`src/sv/mihs_pkg.sv`:
```
// ---------------------------------------------------------------------------
// mihs_pkg: shared types and constants for the multi-index Hamming search
// Band geometry, mode codes, controller/datapath interface structs.
// ---------------------------------------------------------------------------
package mihs_pkg;

  localparam int unsigned MAX_DOCS_DEF = 4096;

  localparam int unsigned BAND_COUNT   = 16;
  localparam int unsigned BAND_W       = 16;
  localparam int unsigned CODE_W       = BAND_COUNT * BAND_W;
  localparam int unsigned RADIUS_W     = 7;
  localparam int unsigned RADIUS_LIMIT = 64;
  localparam int unsigned MODE_W       = 2;

  localparam int unsigned PROBE_W   = 14;
  localparam int unsigned VISITED_W = 17;
  localparam int unsigned UNIQUE_W  = 13;
  localparam int unsigned ISUM_W    = 24;

  localparam int unsigned IN_DATA_W  = 264;
  localparam int unsigned OUT_DATA_W = 72;

  localparam logic [MODE_W-1:0] MODE_APPEND = 2'd0;
  localparam logic [MODE_W-1:0] MODE_QUERY  = 2'd1;
  localparam logic [MODE_W-1:0] MODE_CLEAR  = 2'd2;

  // cumulative binomial sums: CUM16[k] = sum of C(16,d) for d < k
  localparam logic [11:0] CUM16 [6] = '{12'd0, 12'd1, 12'd17, 12'd137, 12'd697, 12'd2517};

  typedef struct packed {
    logic append;
    logic clear;
    logic query_start;
    logic scan_step;
    logic result_load;
  } cmd_t;

  typedef struct packed {
    logic empty;
    logic scan_last;
    logic pipe_busy;
    logic out_busy;
  } stat_t;

endpackage

```
`src/sv/mihs_ctrl.sv`:
```
// ---------------------------------------------------------------------------
// mihs_ctrl: sequencing state machine
// Takes items, issues append/clear/query commands, steps the scan, drains the
// pipeline and hands the result to the output register.
// ---------------------------------------------------------------------------
module mihs_ctrl
  import mihs_pkg::*;
(
  input  logic              clk_i,
  input  logic              rst_ni,
  input  logic              in_valid_i,
  input  logic [MODE_W-1:0] in_mode_i,
  output logic              in_ready_o,
  input  stat_t             stat_i,
  output cmd_t              cmd_o
);

  localparam logic [1:0] ST_IDLE  = 2'd0;
  localparam logic [1:0] ST_SCAN  = 2'd1;
  localparam logic [1:0] ST_DRAIN = 2'd2;
  localparam logic [1:0] ST_DONE  = 2'd3;

  logic [1:0] state_q, state_d;
  logic       take;

  assign in_ready_o = (state_q == ST_IDLE);
  assign take       = in_valid_i && in_ready_o;

  always_comb begin
    state_d = state_q;
    cmd_o   = '0;
    case (state_q)
      ST_IDLE: begin
        if (take) begin
          case (in_mode_i)
            MODE_APPEND: cmd_o.append = 1'b1;
            MODE_CLEAR:  cmd_o.clear  = 1'b1;
            MODE_QUERY: begin
              cmd_o.query_start = 1'b1;
              state_d           = ST_SCAN;
            end
            default: ;
          endcase
        end
      end
      ST_SCAN: begin
        if (stat_i.empty) begin
          state_d = ST_DRAIN;
        end else begin
          cmd_o.scan_step = 1'b1;
          if (stat_i.scan_last) begin
            state_d = ST_DRAIN;
          end
        end
      end
      ST_DRAIN: begin
        if (!stat_i.pipe_busy) begin
          state_d = ST_DONE;
        end
      end
      ST_DONE: begin
        // hold until the output register can take the result
        if (!stat_i.out_busy) begin
          cmd_o.result_load = 1'b1;
          state_d           = ST_IDLE;
        end
      end
      default: state_d = ST_IDLE;
    endcase
  end

  always_ff @(posedge clk_i or negedge rst_ni) begin
    if (!rst_ni) begin
      state_q <= ST_IDLE;
    end else begin
      state_q <= state_d;
    end
  end

endmodule

```
`config.mk`:
```
export PLATFORM = sky130hd
export DESIGN_NAME = mihs_ctrl
export DESIGN_NICKNAME = d
export VERILOG_FILES = /design/src/sv/mihs_pkg.sv /design/src/sv/mihs_ctrl.sv
export SDC_FILE = /design/constraint.sdc
export NUM_CORES = 1
export LEC_CHECK = 0
export ABC_CLOCK_PERIOD_IN_PS = 2100
export BUFFER_PORTS_ARGS = -buffer_cell sky130_fd_sc_hd__buf_2
export CELL_PAD_IN_SITES_DETAIL_PLACEMENT = 1
export CELL_PAD_IN_SITES_GLOBAL_PLACEMENT = 1
export CORE_AREA = 2 2 39 41
export CTS_CLUSTER_DIAMETER = 100
export DETAILED_ROUTE_END_ITERATION = 8
export DIE_AREA = 0 0 41 43
export HOLD_SLACK_MARGIN = 0.06
export PLACE_DENSITY_LB_ADDON = 0.25
export SYNTH_ARGS = -nofsm -noshare
export SYNTH_HDL_FRONTEND = slang
export SYNTH_SLANG_ARGS = --single-unit
```
`constraint.sdc`:
```
create_clock -name clk_i -period 2.1 [get_ports clk_i]
set_clock_uncertainty 0.05 [all_clocks]
set_input_delay 0.42 -clock clk_i [delete_from_list [all_inputs] [get_ports clk_i]]
set_output_delay 0.42 -clock clk_i [all_outputs]
set_load 0.02 [all_outputs]
```
==> impl_metrics.py, run 1 <==
metrics = {
    "grt": {
        "antenna_found_initial": 0,
        "grt_max_degree": 5,
        "grt_pass1_vias": 245,
        "grt_pass1_wl_um": 841,
        "grt_overflow": 0,
        "grt_usage_pct": 7.731,
    },
    "finish": {
        "seq_area_um2": 50.05,
        "area_growth_pct": 57.65,
        "fillers": 178,
        "largest_register": "state_q",
        "fin_util_pct": 24.23,
        "reg_top3": "state_q: 2 flops",
        "drive_gt1_share_pct": 42.86,
        "diodes": 0,
        "multiInputGateArea_um2": 143.9,
        "nNetsFinal": 58,
        "largest_reg_flops": 2,
    },
    "clock_network": {
        "cts_tree": "yes",
        "cts-root-buf": "clkbuf_4",
        "h-tree-depth": 1,
        "clk_path_buf_depth": 2,
        "cts.sink_count": 2,
        "post-cts-setup-buffers": 0,
        "clkLatencyLatePin_ns": 0.22,
        "clk_pin_slew_ns": 0.03,
        "numCtsBuffers": 3,
    },
    "hold_path": {
        "hp-class": "input port to asynchronous set/reset pin",
    },
    "power_and_ir_drop": {
        "ir_drop_v": 0.0004220,
        "p_leak_nw": 0.1905,
        "pwr-share-seq_pct": 19.5,
        "p_sw_mw": 0.1752,
        "p_int_mw": 0.2350,
        "switching_share_pct": 42.71,
        "p_comb_share_pct": 60.1,
        "power.share.clock_pct": 20.4,
        "power.density_nw_per_um2": 1223,
    },
    "placed_design": {
        "dp_hpwl_um": 491.8,
        "numPortBuffers": 14,
        "gp_congestion": 0.6847,
    },
    "sta": {
        "worstMarginPinSlew_ns": 0.4110,
        "slew_headroom_pct": 72.17,
        "finalSetupViolations": 0,
        "rsz0062_at_grt": "no",
        "fmax_ghz": 0.5086,
        "tns_ns": 0,
        "hold_viol": 0,
        "fin_crit_sh_pct": 93.62,
        "period_needed_ns": 1.966,
        "report.final.slew_viol_count": 0,
    },
    "floorplan": {
        "die_h_um": 43,
        "die_area_um2": 1763,
        "io_pins": 15,
        "die_w_um": 41,
        "rows": 14,
        "coreArea_um2": 1384,
        "initial_core_util_pct": 15.37,
    },
    "critical_path": {
        "worstSetupStartpointType": "register",
        "critical_path.max_stage_delay_ns": 0.38,
        "worstPathRequired_ns": 1.63,
        "critical_path_class": "register to output port",
        "path_max_fanout": 4,
        "end_kind": "output port",
        "crit_slowest_cell": "dfrtp_1",
        "reg2regPathDepth": 5,
        "path_cells": "inv_1 > ha_1 > nand3_1 > nor3b_1 > buf_2",
        "reg2reg_slack_ns": 0.39,
        "critPathArrivalTime_ns": 1.50,
        "r2r-end": "state_q[1]",
        "reg2reg_from": "state_q[0]",
    },
    "route": {
        "vias_per_cell": 4.121,
        "dr.pass1.iters": 4,
        "postRouteAntennaNets": 0,
        "drt-initial-drc-count": 4,
        "num_vias": 239,
        "routed_wl_um": 564,
        "route.detailed.drc": 0,
        "wl_per_cell_um": 9.724,
    },
    "logic_synthesis": {
        "synth_area_per_cell_um2": 8.863,
        "synth.area.top_cells": "ha_1, dfrtp_1, inv_1, mux2_2, a222oi_1",
        "synth.cell_area_um2": 212.7,
        "synth_nets": 38,
        "seq_area_frac_synth_pct": 23.53,
        "netlist_instances": 24,
        "ys_types": 13,
        "synth-async-reset-ratio_pct": 100.0,
        "ys_top_cells_by_count": "ha_1, inv_1, dfrtp_1, nor2_1, nor3_1",
        "ys_seq_elements": 2,
        "yosysTopAreaCellShare_pct": 29.41,
        "synth_warnings": 0,
        "ys.flop_type": "dfrtp_1",
        "yosysTopAreaCell": "ha_1",
        "synth_enable_flop_cells": 0,
    },
    "run_status": {
        "status": "finished clean",
    },
    "flow_run": {
        "maxCapViolations": 0,
    },
}
[what timing repair did]
item	4_1_cts	5_1_grt
gates resized for setup	0	0
endpoints found under the hold margin	2	0
hold buffers	1	0
[worst max-delay path, delay by kind of cell (launching register included)]
| family | cells | cell delay, ns |
|---|---|---|
| adder cells (fa/ha/maj) | 1 | 0.21 |
| buffers and inverters | 2 | 0.32 |
| flip-flops | 1 | 0.38 |
| AND/OR/NAND/NOR | 2 | 0.35 |
[layer usage]
metal	vias to the layer above	global-route usage, %	share of wire (%)
met5	-	0	0
met4	0	4.000	0
met3	0	6.283	8.9
met2	12	12.81	49
met1	108	5.788	42
li1	119	-	-
[layout by cell type (no fill, tap or decap)]
cell / netlist / routed
a222oi_1: 1 / 1
clkbuf_4: 0 / 3
inv_1: 5 / 5
nand3_1: 1 / 1
ha_1: 5 / 5
nor2b_1: 1 / 1
buf_2: 0 / 14
mux2_2: 1 / 1
nor3_1: 2 / 2
o311ai_1: 1 / 1
nor2_1: 2 / 2
dfrtp_1: 2 / 2
dlygate4sd3_1: 0 / 1
nor3b_1: 1 / 1
o21ai_0: 1 / 1
mux2i_1: 1 / 1
[worst max path at each step]
stage                    start  endpoint  depth (start not counted)
finish              state_q[0]  cmd_o[3]                          5
CTS                 state_q[1]  cmd_o[3]                          5
detailed placement  state_q[0]  cmd_o[3]                          5
floorplan           state_q[0]  cmd_o[3]                          4
global placement    state_q[1]  cmd_o[3]                          5
global route        state_q[1]  cmd_o[3]                          5
[kinds of logic after synthesis]
| logic type | share of synthesized area, % |
|---|---|
| AO/OA/AOI/OAI | 11.18 |
| multiplexers | 10.00 |
| buffers and inverters | 8.824 |
| flip-flops | 23.53 |
| AND/OR/NAND/NOR | 17.06 |
| adder cells (fa/ha/maj) | 29.41 |
[per-stage QoR]
| step | power, mW | std cells | hold slack [ns] | worst slack [ns] | cell area, µm² |
|---|---|---|---|---|---|
| 5_1_grt | 0.4605 | 58 | 0.4912 | 0.06123 | 335.3 |
| 3_3_place_gp | 0.3391 | 54 | 0.1627 | 0.3743 | 302.8 |
| 6_report | 0.4101 | 58 | 0.4678 | 0.1339 | 335.3 |
| 2_1_floorplan | 0.2631 | 24 | 0.07441 | 0.1435 | 212.7 |
| 3_5_place_dp | 0.3313 | 54 | 0.1630 | 0.3632 | 302.8 |
| 4_1_cts | 0.4195 | 58 | 0.4572 | 0.1191 | 335.3 |
[power groups by stage]
stage	registers [mW]	clock network, mW	logic (mW)
floorplan	0.0761	0	0.187
global placement	0.0813	0	0.258
detailed placement	0.0807	0	0.251
CTS	0.0803	0.0868	0.252
global route	0.0832	0.0918	0.285
finish	0.0798	0.0838	0.247
[final cells by class]
cell class                 count  share of cell area, %
multi-input combinational     17                  42.91
clock buffer                   3                  6.716
inverter                       5                  5.597
sequential                     2                  14.93
timing repair buffer          15                  23.88
tap                           16                  5.970
(Power assumes the default switching activity.)
==> run 2, diff against run 1 <==
Settings changed: ABC_AREA set to 1, BUFFER_PORTS_ARGS -buffer_cell sky130_fd_sc_hd__buf_2 to not set, DONT_BUFFER_PORTS set to 1.
==> run 2 against run 1 <==
  * Non-clock buffer count shrank 10
  * Largest power group unchanged
  * Clock-buffer cell count is the same
  * Global-route usage up 0.60 points
  * Setup slack improved by 0.041 ns
  * Register-to-register slack improved by 0.33 ns
  * Highest routed layer unchanged
  * Core utilization increased by 1.8 points
  * Via count rose by 7.1%
  * Power rose by 22%
  * Design area increased by 7.5%
  * Largest cell class unchanged
==> impl_metrics.py, run 2 <==
metrics = {
    "finish": {
        "largest_reg_flops": 2,
        "nNetsFinal": 61,
        "area_growth_pct": 29.73,
        "drive_gt1_share_pct": 31.11,
        "diodes": 0,
        "fin_util_pct": 26.04,
        "final_cells": 61,
        "final_common_cell": "nand2_1",
        "reg_top3": "state_q: 2 flops",
        "largest_register": "state_q",
        "layout_common_cells": "nand2_1, inv_1, ha_1",
    },
    "grt": {
        "antenna_found_initial": 0,
        "groute.layer.met3.usage_pct": 1.571,
        "grt_max_degree": 5,
        "grt_usage_pct": 8.333,
        "grtUsageMet1_pct": 8.682,
        "grt_overflow": 0,
        "grt_pass1_vias": 270,
        "grt_pass1_wl_um": 1021,
        "met2_usage_pct": 14.69,
        "busiest_layer": "met2",
    },
    "logic_synthesis": {
        "yosysTopAreaCellShare_pct": 22.52,
        "ys_seq_elements": 2,
        "synth-async-reset-ratio_pct": 100.0,
        "ys_top_cells_by_count": "nand2_1, inv_1, ha_1",
        "yosysTopAreaCell": "ha_1",
        "seq_area_frac_synth_pct": 18.02,
        "netlist_instances": 37,
        "synth.area.top_cells": "ha_1, dfrtp_1, nand2_1, inv_1, nand2_2",
        "ys.flop_type": "dfrtp_1",
        "synth_area_per_cell_um2": 7.507,
        "synth.cell_area_um2": 277.8,
        "synth.most_common_cell": "nand2_1",
        "synth_warnings": 0,
        "ys_types": 13,
        "synth_nets": 51,
        "synth_enable_flop_cells": 0,
    },
    "clock_network": {
        "clk_path_buf_depth": 2,
        "numCtsBuffers": 3,
        "h-tree-depth": 1,
        "cts_tree": "yes",
        "cts.sink_count": 2,
        "post-cts-setup-buffers": 0,
        "clk_pin_slew_ns": 0.03,
        "cts_hold_buf": 1,
        "cts_resized": 0,
        "cts-root-buf": "clkbuf_4",
        "clkLatencyLatePin_ns": 0.22,
    },
    "sta": {
        "slew_headroom_pct": 75.31,
        "report.final.slew_viol_count": 0,
        "worstMarginPinSlew_ns": 0.3690,
        "finalSetupViolations": 0,
        "fmax_ghz": 0.5194,
        "rsz0062_at_grt": "no",
        "tns_ns": 0,
        "period_needed_ns": 1.925,
        "hold_viol": 0,
        "fin_crit_sh_pct": 91.68,
    },
    "route": {
        "drt-initial-drc-count": 0,
        "routed_wl_um": 598,
        "dr.pass1.iters": 1,
        "route.detailed.drc": 0,
        "wl_per_cell_um": 9.803,
        "vias_per_cell": 4.197,
        "num_vias": 256,
        "postRouteAntennaNets": 0,
    },
    "hold_path": {
        "hp-class": "input port to asynchronous set/reset pin",
    },
    "placed_design": {
        "dp_hpwl_um": 538.7,
        "gp_congestion": 0.6595,
        "numPortBuffers": 0,
        "placedCellCount": 57,
    },
    "critical_path": {
        "reg2reg_from": "state_q[0]",
        "setup.worst_path.end": "cmd_o[4]",
        "path_max_fanout": 4,
        "r2r-end": "state_q[0]",
        "reg2reg_slack_ns": 0.72,
        "worstSetupStartpointType": "register",
        "critPathArrivalTime_ns": 1.46,
        "reg2regPathDepth": 7,
        "worstPathRequired_ns": 1.63,
        "end_kind": "output port",
        "critical_path_class": "register to output port",
        "critPathLaunch": "state_q[0]",
    },
    "floorplan": {
        "initial_core_util_pct": 20.07,
        "rows": 14,
        "die_w_um": 41,
        "die_area_um2": 1763,
        "coreArea_um2": 1384,
        "die_h_um": 43,
        "io_pins": 15,
    },
    "power_and_ir_drop": {
        "ir_drop_v": 0.0004399,
        "power.density_nw_per_um2": 1384,
        "p_leak_nw": 0.1941,
    },
    "flow_run": {
        "maxCapViolations": 0,
    },
    "run_status": {
        "status": "finished clean",
    },
}
==> run 2: cell count changes after synthesis, moves of 2 or more <==
cell / before / now
nand2_1: 0 / 8
nand2_2: 0 / 3
inv_1: 5 / 7
nor4_1: 0 / 2
o21bai_1: 0 / 2
==> run 2: worst min path at each step <==
stage,end,cells after the start
4_1_cts,state_q[1],1
3_5_place_dp,state_q[0],0
6_report,state_q[1],1
2_1_floorplan,state_q[0],0
3_3_place_gp,state_q[1],0
5_1_grt,state_q[1],1
==> run 2: final cells by class <==
cell class | instances | area, µm²
clock buffers | 3 | 22.52
fillers | 178 | 1023
inverters | 7 | 26.28
multi-input cells | 28 | 201.4
flip-flops and latches | 2 | 50.05
well taps | 16 | 20.02
repair buffers | 5 | 40.04
==> run 2: kinds of logic after synthesis <==
logic type / synth area share (%)
adders and majority gates: 22.52
buffers and inverters: 9.461
and+or+nand+nor: 44.60
AOI/OAI and AO/OA: 5.404
DFF: 18.02
==> run 2: metal layers <==
metal	up-vias	part of all wire, %
met5	-	0
met4	0	0
met3	0	8.7
met2	8	58
met1	118	33
li1	130	-
==> run 2: where the power goes <==
part           switching (mW)  internal (mW)  total [mW]
registers              0.0161         0.0601      0.0762
logic                   0.209          0.131       0.340
clock network          0.0202         0.0629      0.0831
total                   0.245          0.254       0.499
==> run 2: through the flow <==
step           area (µm²)  setup WS (ns)  total power [mW]  hold WS (ns)
6_report            360.3         0.1748            0.4989        0.3788
5_1_grt             360.3        0.03404            0.5573        0.3773
4_1_cts             360.3         0.1628            0.5119        0.3711
3_5_place_dp        327.8         0.3971            0.4220       0.07447
3_3_place_gp        327.8         0.4466            0.4054       0.07447
2_1_floorplan       277.8       0.005192            0.3441       0.07441
==> run 2: worst max-delay path: stages, from the launching register on <==
cell,delay [ns]
dfrtp_1,0.39
inv_1,0.14
ha_1,0.23
nand2_1,0.10
nor4_1,0.19
buf_4,0.19
